**src/rtl/ordered_dither_rgb32_to_rgb16_top_assert.svh**
```systemverilog
// ----------------------------------------------------------------------------
// Ordered dither reducer assertion macros
// Concurrent check macros used by the top level; they vanish in synthesis.
// ----------------------------------------------------------------------------
`ifndef ORDERED_DITHER_RGB32_TO_RGB16_TOP_ASSERT_SVH
`define ORDERED_DITHER_RGB32_TO_RGB16_TOP_ASSERT_SVH

`ifndef SYNTHESIS

// Clocked check that is disabled while reset is asserted.
`define ODRGB_ASSERT(label, clock, resetn, prop) \
    label: assert property (@(posedge clock) disable iff (!resetn) prop) \
        else $error("odrgb check failed");

// Clocked check that also holds while reset is asserted.
`define ODRGB_ASSERT_ALWAYS(label, clock, prop) \
    label: assert property (@(posedge clock) prop) \
        else $error("odrgb check failed");

`else

`define ODRGB_ASSERT(label, clock, resetn, prop)

`define ODRGB_ASSERT_ALWAYS(label, clock, prop)

`endif

`endif

```
**src/rtl/odrgb_pkg.sv**
```systemverilog
// ----------------------------------------------------------------------------
// Ordered dither reducer package
// Word types, constants and the 4x4 dither matrix shared by the RTL files.
// ----------------------------------------------------------------------------
package odrgb_pkg;

    // Default side length of the square macroblock.
    localparam int BLOCK_SIDE_DEFAULT = 16;

    // Alpha code that sets the output alpha bit.
    localparam logic [7:0] ALPHA_MATCH = 8'h40;

    // Width of a signed dither coefficient.
    localparam int COEFF_W = 4;

    // Ordered dither matrix, indexed by row mod 4 and column mod 4.
    localparam logic signed [COEFF_W-1:0] DITHER_MATRIX [4][4] = '{
        '{-4'sd4,  4'sd0, -4'sd3,  4'sd1},
        '{ 4'sd2, -4'sd2,  4'sd3, -4'sd1},
        '{-4'sd3,  4'sd1, -4'sd4,  4'sd0},
        '{ 4'sd3, -4'sd1,  4'sd2, -4'sd2}
    };

    // Input word: one RGBA pixel.
    typedef struct packed {
        logic [7:0] red_in;
        logic [7:0] green_in;
        logic [7:0] blue_in;
        logic [7:0] alpha_in;
    } pixel_in_t;

    // Output word: one 5-5-5-1 pixel plus the end-of-block flag.
    typedef struct packed {
        logic [4:0] red_out;
        logic [4:0] green_out;
        logic [4:0] blue_out;
        logic       alpha_bit;
        logic       block_end;
    } pixel_out_t;

    // Per-pixel control carried from the input stage to the reducer.
    typedef struct packed {
        logic signed [COEFF_W-1:0] coeff;
        logic                      last;
    } pixel_ctrl_t;

endpackage

```
**src/rtl/ordered_dither_rgb32_to_rgb16_top.sv**
```systemverilog
// ----------------------------------------------------------------------------
// Ordered dither RGBA8888 to RGB5551 reducer, top level
// An accepted input word passes the input register, then the output register.
// Throughput: one word per cycle while out_stall is low; the two registers
// carry the pipeline, and the output register sets the stall point.
// Reset (rst_n, async low): pipeline empty, block position 0, dither off.
// ----------------------------------------------------------------------------
`include "ordered_dither_rgb32_to_rgb16_top_assert.svh"

module ordered_dither_rgb32_to_rgb16_top #(
    parameter int BLOCK_SIDE = odrgb_pkg::BLOCK_SIDE_DEFAULT
) (
    input  logic                  clk,
    input  logic                  rst_n,
    input  logic                  cfg_wr_en,
    input  logic                  cfg_wr_data,
    input  logic                  in_valid,
    output logic                  in_stall,
    input  odrgb_pkg::pixel_in_t  in_word,
    output logic                  out_valid,
    input  logic                  out_stall,
    output odrgb_pkg::pixel_out_t out_word
);

    localparam int RC_W = $clog2(BLOCK_SIDE);
    localparam logic [RC_W-1:0] RC_LAST = RC_W'(BLOCK_SIDE - 1);

    logic                   dither_en_reg;
    logic [RC_W-1:0]        row_reg;
    logic [RC_W-1:0]        row_next;
    logic [RC_W-1:0]        col_reg;
    logic [RC_W-1:0]        col_next;
    logic                   pos_last;
    logic                   in_accept;
    logic                   s1_advance;
    logic                   s1_valid_reg;
    logic                   s1_valid_next;
    odrgb_pkg::pixel_in_t   s1_pixel_reg;
    odrgb_pkg::pixel_ctrl_t s1_ctrl_reg;
    odrgb_pkg::pixel_ctrl_t s1_ctrl_next;
    odrgb_pkg::pixel_out_t  reduced;
    logic                   out_valid_reg;
    logic                   out_valid_next;
    odrgb_pkg::pixel_out_t  out_word_reg;

    // Dither enable register.
    always_ff @(posedge clk or negedge rst_n)
    begin
        if (!rst_n)
        begin
            dither_en_reg <= 1'b0;
        end
        else if (cfg_wr_en)
        begin
            dither_en_reg <= cfg_wr_data;
        end
    end

    // Handshake: the input stage moves on when the output register is free.
    always_comb
    begin
        s1_advance = s1_valid_reg && (!out_valid_reg || !out_stall);
        in_stall   = s1_valid_reg && !s1_advance;
        in_accept  = in_valid && !in_stall;
    end

    // Row and column counters within the macroblock.
    always_comb
    begin
        pos_last = (row_reg == RC_LAST) && (col_reg == RC_LAST);
        row_next = row_reg;
        col_next = col_reg;
        if (in_accept)
        begin
            if (col_reg == RC_LAST)
            begin
                col_next = '0;
                row_next = (row_reg == RC_LAST) ? '0 : row_reg + 1'b1;
            end
            else
            begin
                col_next = col_reg + 1'b1;
            end
        end
    end

    always_ff @(posedge clk or negedge rst_n)
    begin
        if (!rst_n)
        begin
            row_reg <= '0;
            col_reg <= '0;
        end
        else
        begin
            row_reg <= row_next;
            col_reg <= col_next;
        end
    end

    // Coefficient pick for the pixel being accepted.
    always_comb
    begin
        s1_ctrl_next.coeff = dither_en_reg
                           ? odrgb_pkg::DITHER_MATRIX[row_reg[1:0]][col_reg[1:0]]
                           : '0;
        s1_ctrl_next.last  = pos_last;
        s1_valid_next      = in_accept ? 1'b1 : (s1_advance ? 1'b0 : s1_valid_reg);
    end

    // Input register.
    always_ff @(posedge clk or negedge rst_n)
    begin
        if (!rst_n)
        begin
            s1_valid_reg <= 1'b0;
        end
        else
        begin
            s1_valid_reg <= s1_valid_next;
        end
    end

    always_ff @(posedge clk)
    begin
        if (in_accept)
        begin
            s1_pixel_reg <= in_word;
            s1_ctrl_reg  <= s1_ctrl_next;
        end
    end

    // Channel reduction between the two registers.
    odrgb_reduce u_reduce (
        .pixel  (s1_pixel_reg),
        .ctrl   (s1_ctrl_reg),
        .result (reduced)
    );

    // Output register.
    always_comb
    begin
        if (s1_advance)
        begin
            out_valid_next = 1'b1;
        end
        else if (out_valid_reg && !out_stall)
        begin
            out_valid_next = 1'b0;
        end
        else
        begin
            out_valid_next = out_valid_reg;
        end
    end

    always_ff @(posedge clk or negedge rst_n)
    begin
        if (!rst_n)
        begin
            out_valid_reg <= 1'b0;
        end
        else
        begin
            out_valid_reg <= out_valid_next;
        end
    end

    always_ff @(posedge clk)
    begin
        if (s1_advance)
        begin
            out_word_reg <= reduced;
        end
    end

    assign out_valid = out_valid_reg;
    assign out_word  = out_word_reg;

    // The input side stalls only behind a full input register.
    `ODRGB_ASSERT_ALWAYS(a_stall_needs_s1, clk, in_stall |-> s1_valid_reg)
    // A word leaving the input register shows up at the output next cycle.
    `ODRGB_ASSERT(a_advance_to_out, clk, rst_n, s1_advance |=> out_valid)
    // Accepting the last pixel of a block wraps the position to the start.
    `ODRGB_ASSERT(a_block_wrap, clk, rst_n,
        (in_accept && pos_last) |=> (row_reg == '0 && col_reg == '0))
    // With dithering off, the captured coefficient is zero.
    `ODRGB_ASSERT(a_no_dither_coeff, clk, rst_n,
        (in_accept && !dither_en_reg) |=> (s1_ctrl_reg.coeff == '0))

endmodule

```
**src/rtl/odrgb_reduce.sv**
```systemverilog
// ----------------------------------------------------------------------------
// Ordered dither channel reducer
// Adds the dither coefficient to each color channel, clamps to 0..255 and
// keeps the top five bits; also forms the alpha bit and the end flag.
// ----------------------------------------------------------------------------
module odrgb_reduce (
    input  odrgb_pkg::pixel_in_t   pixel,
    input  odrgb_pkg::pixel_ctrl_t ctrl,
    output odrgb_pkg::pixel_out_t  result
);

    // Add, clamp and truncate one 8-bit channel.
    function automatic logic [4:0] reduce_channel(
        input logic [7:0]                            value,
        input logic signed [odrgb_pkg::COEFF_W-1:0] coeff
    );
        logic signed [9:0] sum;
        logic [4:0]        res;
        sum = $signed({2'b00, value})
            + $signed({{(10 - odrgb_pkg::COEFF_W){coeff[odrgb_pkg::COEFF_W-1]}}, coeff});
        if (sum[9])
        begin
            res = 5'd0;
        end
        else if (sum[8])
        begin
            res = 5'd31;
        end
        else
        begin
            res = sum[7:3];
        end
        return res;
    endfunction

    // Reduce the three color channels and pass the flags.
    always_comb
    begin
        result.red_out   = reduce_channel(pixel.red_in, ctrl.coeff);
        result.green_out = reduce_channel(pixel.green_in, ctrl.coeff);
        result.blue_out  = reduce_channel(pixel.blue_in, ctrl.coeff);
        result.alpha_bit = (pixel.alpha_in == odrgb_pkg::ALPHA_MATCH);
        result.block_end = ctrl.last;
    end

endmodule
```
**config.mk**
```make
export PLATFORM = sky130hd
export DESIGN_NAME = ordered_dither_rgb32_to_rgb16_top
export DESIGN_NICKNAME = d
export VERILOG_FILES = /design/src/rtl/odrgb_pkg.sv /design/src/rtl/ordered_dither_rgb32_to_rgb16_top.sv /design/src/rtl/odrgb_reduce.sv
export VERILOG_INCLUDE_DIRS = /design/src /design/src/rtl
export SDC_FILE = /design/constraint.sdc
export NUM_CORES = 1
export LEC_CHECK = 0
export BUFFER_PORTS_ARGS = -buffer_cell sky130_fd_sc_hd__buf_2
export CORE_UTILIZATION = 45
export CTS_CLUSTER_SIZE = 25
export DETAILED_ROUTE_END_ITERATION = 6
export GPL_TIMING_DRIVEN = 0
export PLACE_DENSITY = 0.66
export SLEW_MARGIN = 20
export SYNTH_ARGS = -nofsm -noshare
export SYNTH_HDL_FRONTEND = slang
export SYNTH_SLANG_ARGS = --single-unit
```
**constraint.sdc**
```tcl
create_clock -name clk -period 4.1 [get_ports clk]
set_clock_uncertainty 0.05 [all_clocks]
set_input_delay 0.205 -clock clk [delete_from_list [all_inputs] [get_ports clk]]
set_output_delay 0.205 -clock clk [all_outputs]
set_load 0.01 [all_outputs]
```
==> impl_metrics.yaml, run 1 <==
clock_tree:
  root_buffer: "clkbuf_8"
  clkLatencyLatePin_ns: 0.33
  clockBufferDepth: 2
  cts_tree: "done"
  cts-buffers-inserted: 9
  cts.sinks: 64
  cts-htree-levels: 3
  clkTransAtPathRegs_ns: 0.07
final_layout:
  antenna_cells: 0
  largest_reg_flops: 32
  multiInputGateArea_um2: 1403
  nets: 430
  seq_area_um2: 1867
  final_common_cell: "buf_2"
  layout_common_cells: "buf_2 (56), edfxtp_1 (53), dlygate4sd3_1 (31), ha_1 (26), a21oi_1 (23)"
  syn2layout_area_growth_pct: 28.24
  final_layout_size_suffix_gt1_frac: 0.2237
  nFillCells: 572
power_and_ir_drop:
  intPower_w: 0.001396
  pwr-share-comb: 0.336
  power.switching_w: 0.0006618
  irDropWorstVdd_v: 0.0002462
  p_per_area_nw_per_um2: 483.6
  p_clk_frac: 0.224
  leakage_nw: 1.746
  seqPwrFrac: 0.439
  switching_share: 0.3216
  power_w: 0.002058
synthesis:
  syn_area_um2: 3318
  syn_inst: 265
  synth-async-reset-ratio: 0.1719
  synth_warnings: 0
  synth_enable_flop_cells: 53
  ys_seq_area_frac: 0.5626
  synth-main-ff-cell: "edfxtp_1"
  synth_cell_types: 44
  syn_area_per_cell_um2: 12.52
  synthesis.nets: 329
  synth_seq_cells: 64
worst_hold_path:
  min_to: "s1_pixel_reg[25]"
  min_from: "in_word[25]"
  whs_path_depth: 1
  hp-class: "in -> reg"
drt:
  vias: 2421
  ant_nets: 0
  drt-initial-drc-count: 91
  postRouteWirelength_mm: 6.182
  via_per_inst: 5.184
  first_pass_iters: 4
  wl_per_cell_um: 13.24
  route.detailed.drc: 0
sta:
  max-slew-margin-rel: 0.4674
  worst_pin_slew_ns: 0.7970
  setup_violations: 0
  hold_ws_ns: 0.03269
  hold_viol_final: 0
  slew_violations: 0
  finalCritPeriodShare: 0.6589
  period_minus_slack_ns: 2.701
  tns_ns: 0
  grt_setup_unrepaired: "no"
  fmax_mhz: 370.2
die:
  io_pins: 57
  initial_core_util: 0.4778
  fp.dieH_um: 87.87
  die_area_um2: 7721
  core-area_um2: 6944
  rows: 30
  die_w_um: 87.87
critical_path:
  cp-end-kind: "flop"
  worstSetupStartpointType: "flop"
  r2r_cells: 7
  crit_required_ns: 4.25
  worstPathMaxFanout: 20
  critical_path.reg2reg.endpoint: "out_word[6]"
  arrival_ns: 2.85
  r2r_slack_ns: 1.40
  worstSetupPathType: "reg -> reg"
  r2r_start: "s1_ctrl_reg[3]"
grt:
  grt_usage: 0.1812
  grt_first_pass_wirelength_mm: 10.47
  grt_max_degree: 30
  grt_pass1_vias: 2360
  antenna_found_initial: 0
  overflow: 0
place:
  io_buffers: 56
  gp_congestion: 0.8209
  hpwl_mm: 4.206
run:
  drv_cap: 0
outcome:
  status: "complete, no violations"
worst max-delay path, stage by stage, from the launching register on:
cell and delay (ns):
edfxtp_1 0.57, buf_8 0.25, ha_1 0.30, o21ai_1 0.28
a221oi_4 0.14, o311a_1 0.35, a2111oi_4 0.45, o21a_1 0.19
power by group through the flow:
stage | clock network, W | logic [W] | registers (W)
floorplan | 0 | 0.000471 | 0.000939
global placement | 0 | 0.000628 | 0.000930
detailed placement | 0 | 0.000648 | 0.000930
CTS | 0.000475 | 0.000674 | 0.000917
global route | 0.000500 | 0.000784 | 0.000917
finish | 0.000461 | 0.000692 | 0.000904
synth_stat cells, types with 2 or more instances:
library cell / number / area, um2
edfxtp_1: 53 / 1592
ha_1: 26 / 325.3
a21oi_1: 23 / 115.1
nand2_1: 13 / 48.80
nor2_1: 13 / 48.80
xnor2_1: 13 / 113.9
inv_1: 12 / 45.04
nand3_1: 12 / 60.06
dfrtp_1: 11 / 275.3
o21a_1: 9 / 67.56
o21ai_0: 9 / 45.04
xor2_1: 7 / 61.31
nor3_1: 5 / 25.02
a211oi_1: 4 / 30.03
a31oi_1: 4 / 25.02
and2_1: 4 / 25.02
and3_1: 4 / 25.02
mux2_2: 4 / 45.04
nand4_1: 4 / 25.02
clkbuf_1: 3 / 11.26
nor2b_1: 3 / 18.77
a211o_1: 2 / 17.52
a21o_1: 2 / 15.01
a221o_1: 2 / 20.02
a22oi_1: 2 / 15.01
nand2b_1: 2 / 12.51
nor4_1: 2 / 12.51
layer usage:
metal	track usage	vias up	routed length (um)
met2	0.3051	53	3040
met5	0	-	0
met4	0.09985	0	146
met3	0.03487	14	237
met1	0.2189	1135	2757
li1	-	1219	-
logic make-up (layout without fill, tap and decap cells):
| logic type | after synthesis | after routing | synth area share |
|---|---|---|---|
| compound gates | 69 | 69 | 0.1542 |
| simple gates | 66 | 66 | 0.1007 |
| flops | 64 | 64 | 0.5626 |
| fa+ha+maj | 26 | 26 | 0.09804 |
| xor+xnor | 20 | 20 | 0.05279 |
| buf+inv | 16 | 122 | 0.01810 |
| mux | 4 | 4 | 0.01357 |
cell type report:
class                           instances  share of cell area
Timing Repair Buffer                   90              0.1514
Clock inverter                          1            0.001176
Tap cell                               96             0.02823
Buffer                                  3            0.002646
Inverter                               13             0.01147
Multi-Input combinational cell        185              0.3296
Sequential cell                        64              0.4387
Clock buffer                           15             0.03675
how the worst max path moves through the flow:
| stage | slack [ns] | startpoint | end | cells after the start |
|---|---|---|---|---|
| floorplan | 1.09 | out_valid | col_reg[1] | 3 |
| global placement | 0.44 | out_valid | col_reg[1] | 3 |
| detailed placement | 1.04 | s1_ctrl_reg[3] | out_word[6] | 6 |
| CTS | 1.02 | s1_ctrl_reg[3] | out_word[6] | 6 |
| global route | 1.22 | s1_ctrl_reg[3] | out_word[5] | 7 |
| finish | 1.40 | s1_ctrl_reg[3] | out_word[6] | 7 |
per-stage QoR:
| step | instance area [um2] | instances | utilization | setup slack, ns |
|---|---|---|---|---|
| 6_report | 4255 | 467 | 0.6128 | 1.399 |
| 3_3_place_gp | 3719 | 417 | 0.5355 | 0.4413 |
| 2_1_floorplan | 3318 | 265 | - | 1.088 |
| 5_1_grt | 4255 | 467 | 0.6128 | 1.222 |
| 4_1_cts | 4230 | 465 | 0.6092 | 1.019 |
| 3_5_place_dp | 3769 | 419 | 0.5427 | 1.039 |
repair_timing:
item / in CTS / in global routing
endpoints found under the hold margin: 40 / 1
hold buffers: 30 / 1
buffers inserted: 0 / 0
gates resized for setup: 0 / 0
No activity file was read; power rests on OpenSTA's default activity.
==> run 2: changes to the inputs <==
ABC_AREA = 1   (was unset)
PLACE_DENSITY = 0.68   (was 0.66)
clock period = 2.2 ns   (was 4.1 ns; I/O delays follow)
==> impl_metrics.yaml, run 2 <==
synthesis:
  syn_area_per_cell_um2: 8.799
  yosys.area.top_type: "edfxtp_1"
  synth_enable_flop_cells: 53
  syn_area_um2: 3836
  synthesis.nets: 500
  synth-main-ff-cell: "edfxtp_1"
  synth_cell_types: 29
  synth-async-reset-ratio: 0.1719
  synth_warnings: 0
  syn_inst: 436
  yosysMostFrequentCell: "nand2_1"
  ys_seq_area_frac: 0.4866
  synth_seq_cells: 64
  synthTopCellsByCount: "nand2_1 (127), inv_1 (67), edfxtp_1 (53), nand3_1 (40), ha_1 (26)"
  synth_top_area_share: 0.4149
  synthTopCellsByArea: "edfxtp_1 (41%), nand2_1 (12%), ha_1 (8.5%)"
sta:
  grt_setup_unrepaired: "yes"
  hold_ws_ns: 0.01390
  fmax_mhz: 495.6
  finalCritPeriodShare: 0.9171
  setup_violations: 0
  max-slew-margin-rel: 0.8165
  period_minus_slack_ns: 2.018
  slew_violations: 0
  hold_viol_final: 0
  worst_pin_slew_ns: 0.2749
grt:
  grt_max_degree: 31
  antenna_found_initial: 0
  grt_usage: 0.1846
  grt_pass1_vias: 2999
  grt_first_pass_wirelength_mm: 12.59
  overflow: 0
clock_tree:
  cts-htree-levels: 3
  cts-buffers-inserted: 9
  root_buffer: "clkbuf_8"
  clkLatencyLatePin_ns: 0.34
  clockBufferDepth: 2
  clkTransAtPathRegs_ns: 0.08
  cts.sinks: 64
  cts_tree: "done"
final_layout:
  syn2layout_area_growth_pct: 26.84
  final_layout_size_suffix_gt1_frac: 0.2153
  final_common_cell: "nand2_1"
  nets: 607
  nFillCells: 729
  layout_common_cells: "nand2_1 (127), inv_1 (66), buf_2 (56), edfxtp_1 (53), nand3_1 (40)"
  antenna_cells: 0
  largest_reg_flops: 32
drt:
  route.detailed.drc: 0
  drt-initial-drc-count: 98
  wl_per_cell_um: 11.38
  first_pass_iters: 4
  ant_nets: 0
  postRouteWirelength_mm: 7.429
  via_per_inst: 4.723
  vias: 3084
die:
  fp.dieH_um: 94.33
  die_area_um2: 8898
  io_pins: 57
  initial_core_util: 0.4669
  die_w_um: 94.33
  core-area_um2: 8217
  rows: 33
power_and_ir_drop:
  power_w: 0.004300
  leakage_nw: 2.439
  irDropWorstVdd_v: 0.0006268
  p_per_area_nw_per_um2: 883.8
critical_path:
  r2r_cells: 10
  worstPathMaxFanout: 14
  r2r_start: "s1_ctrl_reg[3]"
  worstSetupStartpointType: "flop"
  worstSetupPathType: "reg -> reg"
  r2r_slack_ns: 0.18
  endpoint: "out_word[3]"
  cp-end-kind: "flop"
  arrival_ns: 2.06
  critPathLaunch: "s1_ctrl_reg[3]"
  critical_path.reg2reg.endpoint: "out_word[3]"
  crit_required_ns: 2.25
place:
  io_buffers: 56
  gp_congestion: 0.8387
  hpwl_mm: 5.195
worst_hold_path:
  hp-class: "in -> reg"
outcome:
  status: "complete, no violations"
run:
  drv_cap: 0
run 2: changes by cell type after synthesis, sizes merged, moves of 4 or more:
cell	before	now
a211oi	4	0
a21oi	23	17
a31oi	5	0
and2	4	0
and3	4	0
inv	13	73
nand2	13	148
nand3	12	46
nand3b	0	7
nor2	13	24
o21a	9	0
xnor2	13	1
run 2: cells by family after synthesis:
logic type / synth area share
AOI/OAI and AO/OA: 0.04142
xor gates and xnor gates: 0.01370
adders and majority gates: 0.08480
buffers and inverters: 0.07697
DFF: 0.4866
muxes: 0.002935
and+or+nand+nor: 0.2935
run 2: how the worst min path moves through the flow:
| stage | startpoint | end | slack, ns | cells past startpoint |
|---|---|---|---|---|
| 2_1_floorplan | rst_n | col_reg[0] | -0.24 | 0 |
| 3_3_place_gp | rst_n | dither_en_reg | -0.05 | 1 |
| 3_5_place_dp | rst_n | dither_en_reg | -0.05 | 1 |
| 4_1_cts | in_valid | s1_valid_reg | 0.0007 | 3 |
| 5_1_grt | in_valid | s1_valid_reg | 0.02 | 3 |
| 6_report | in_valid | s1_valid_reg | 0.01 | 3 |
run 2: per-layer routing:
metal  wire [um]  share of wire  vias to the layer above  global-route usage
met1        3277           0.44                     1358              0.2074
met2        3659           0.49                       76              0.3309
met3         318          0.043                       15             0.04509
li1            -              -                     1635                   -
met5           0              0                        -                   0
met4         175          0.024                        0             0.07949
run 2: per-stage QoR:
stage,TNS [ns],utilization,instance area (um2),setup WS (ns),cells
floorplan,0,-,3836,0.03546,436
global placement,-9.263,0.5170,4248,-0.4217,597
detailed placement,-6.218,0.5211,4282,-0.4326,599
CTS,0,0.5917,4862,0.1544,653
global route,-0.0005127,0.5922,4866,-0.0005127,653
finish,0,0.5922,4866,0.1823,653
run 2: report_power, final:
part           total, W  switching (W)  internal [W]
registers       0.00168       0.000109       0.00157
logic           0.00166       0.000988      0.000667
clock network  0.000962       0.000484      0.000478
total           0.00430        0.00158       0.00272
run 2: critical path, stage by stage (launching register included):
cell and delay [ns]:
edfxtp_1 0.44, buf_12 0.18, ha_1 0.34, nand2_1 0.08, nand2_1 0.06, a21oi_1 0.25
nand2_2 0.12, nand2_4 0.09, nand3_1 0.07, nand2_1 0.06, inv_1 0.03
run 2: final cells by class:
class,count,area (um2),area share
clock buffer,10,148.9,0.03060
clock inverter,6,40.04,0.008228
inverter,75,295.3,0.06068
multi-input combinational,297,1680,0.3453
sequential,64,1867,0.3836
tap,105,131.4,0.02700
timing repair buffer,96,703.2,0.1445
run 2: repair_timing:
| item | in CTS | in global routing |
|---|---|---|
| setup buffers | 2 | 0 |
| resized for setup | 0 | 1 |
| hold buffers | 36 | 0 |
| hold endpoints to repair | 45 | 0 |
| endpoints found under the setup margin | 15 | 6 |
==> run 3: changes to the inputs <==
--- a/constraint.sdc
+++ b/constraint.sdc
@@ -4,2 +4,2 @@
 set_output_delay 0.11 -clock clk [all_outputs]
-set_load 0.01 [all_outputs]
+set_load 0.1 [all_outputs]
==> impl_metrics.yaml, run 3 (same netlist as run 2, synthesis figures left out) <==
final_layout:
  largest_reg_flops: 32
  final_common_cell: "nand2_1"
  final_layout_size_suffix_gt1_frac: 0.2255
  antenna_cells: 0
  layout_common_cells: "nand2_1 (127), inv_1 (66), buf_2 (56), edfxtp_1 (53), nand3_1 (40)"
  nets: 609
  syn2layout_area_growth_pct: 26.65
drt:
  route.detailed.drc: 0
  drt-initial-drc-count: 128
  wl_met1_mm: 3.564
  met3WireLength_um: 372
  first_pass_iters: 4
  vias: 3084
  dr.max_layer_used: "met4"
  via_per_inst: 4.708
  dr_wl_met2_mm: 3.618
  postRouteWirelength_mm: 7.648
  ant_nets: 0
  wl_per_cell_um: 11.68
die:
  initial_core_util: 0.4669
  rows: 33
  die_area_um2: 8898
  die_w_um: 94.33
  fp.dieH_um: 94.33
  io_pins: 57
  core-area_um2: 8217
critical_path:
  worstSetupStartpointType: "flop"
  r2r_cells: 10
  crit_chain: "buf_4, ha_1, nand2_1, nand2_1, a21oi_1, nand2_2, nand2_4, nand3_1, nand2_1, inv_1"
  arrival_ns: 2.11
  worstSetupPathType: "reg -> reg"
  worstPathMaxFanout: 5
  cp-end-kind: "flop"
  crit_required_ns: 2.24
  critPathMaxStageDelay_ns: 0.45
  slowest_stage: "edfxtp_1"
  cpMostUsedCell: "nand2_1"
power_and_ir_drop:
  leakage_nw: 2.410
  power_w: 0.004754
  irDropWorstVdd_v: 0.0005024
  p_per_area_nw_per_um2: 978.4
sta:
  fmax_mhz: 483.3
  hold_viol_final: 0
  slew_violations: 0
  period_minus_slack_ns: 2.069
  setup_violations: 0
  grt_setup_unrepaired: "yes"
  setup_slack_ns: 0.1310
  worst_pin_slew_ns: 0.4823
  max-slew-margin-rel: 0.6778
  hold_ws_ns: 0.1191
  finalCritPeriodShare: 0.9405
outcome:
  status: "complete, no violations"
grt:
  grt_pass1_vias: 2955
  grt_usage: 0.1864
  grt_max_degree: 42
  grt_first_pass_wirelength_mm: 12.69
  antenna_found_initial: 0
  overflow: 0
clock_tree:
  clockBufferDepth: 2
  root_buffer: "clkbuf_8"
  cts_tree: "done"
  clkLatencyLatePin_ns: 0.34
  cts-buffers-inserted: 9
  cts-htree-levels: 3
  cts.sinks: 64
  clkTransAtPathRegs_ns: 0.08
place:
  io_buffers: 56
  gp_congestion: 0.8619
  hpwl_mm: 5.179
  post-place-ws_ns: -0.4194
worst_hold_path:
  hp-class: "in -> async"
run:
  drv_cap: 0
run 3: changes by cell type in the layout (fill, tap and decap cells not counted), moves of 2 or more:
cell,before,now
clkinvlp_4,0,4
buf_4,0,3
buf_12,2,0
ha_2,0,2
ha_1,26,24
inv_4,2,0
run 3: worst paths after layout:
| check | start | to | slack, ns |
|---|---|---|---|
| max in group asynchronous | rst_n | out_valid | 1.76 |
| worst max register to register | s1_ctrl_reg[3] | out_word[2] | 0.13 |
| worst min-delay path | rst_n | s1_valid_reg | 0.12 |
| worst max-delay path | s1_ctrl_reg[3] | out_word[2] | 0.13 |
| worst min register to register | s1_ctrl_reg[0] | out_word[0] | 0.39 |
| min in group clk | in_valid | s1_valid_reg | 0.14 |
run 3: power by group:
group	switching [W]	internal, W
registers	0.000107	0.00158
clock network	0.000469	0.000438
logic	0.00150	0.000666
total	0.00207	0.00268
run 3: cell type report:
type / instances / area, um2
Clock buffer: 11 / 141.4
Clock inverter: 5 / 33.78
Fill cell: 717 / 3358
Inverter: 75 / 299.0
Multi-Input combinational cell: 297 / 1692
Sequential cell: 64 / 1868
Tap cell: 105 / 131.4
Timing Repair Buffer: 97 / 685.7
Timing Repair inverter: 1 / 7.507
run 3: routing by layer:
metal / vias to the layer above / GRT usage
li1: 1632 / -
met1: 1372 / 0.2286
met2: 69 / 0.3267
met3: 11 / 0.03382
met4: 0 / 0.06667
met5: - / 0
run 3: repair_timing:
item	4_1_cts	5_1_grt
buffers inserted	4	0
cloned	0	1
hold buffers	36	0
hold endpoints to repair	45	0
endpoints found under the setup margin	15	46
resized for setup	0	6
run 3: through the flow:
stage	util	setup TNS (ns)	instance area, um2	cells
floorplan	-	0	3841	436
global placement	0.5176	-5.916	4253	597
detailed placement	0.5193	-6.103	4267	598
CTS	0.5885	0	4836	654
global route	0.5913	-0.002814	4858	655
finish	0.5913	0	4858	655
run 3: worst max-delay path, delay by kind of cell, from the launching register on:
| family | cells | cell delay, ns |
|---|---|---|
| AND/OR/NAND/NOR | 6 | 0.47 |
| flip-flops | 1 | 0.45 |
| adder cells (fa/ha/maj) | 1 | 0.34 |
| AO/OA/AOI/OAI | 1 | 0.28 |
| buffers and inverters | 2 | 0.22 |
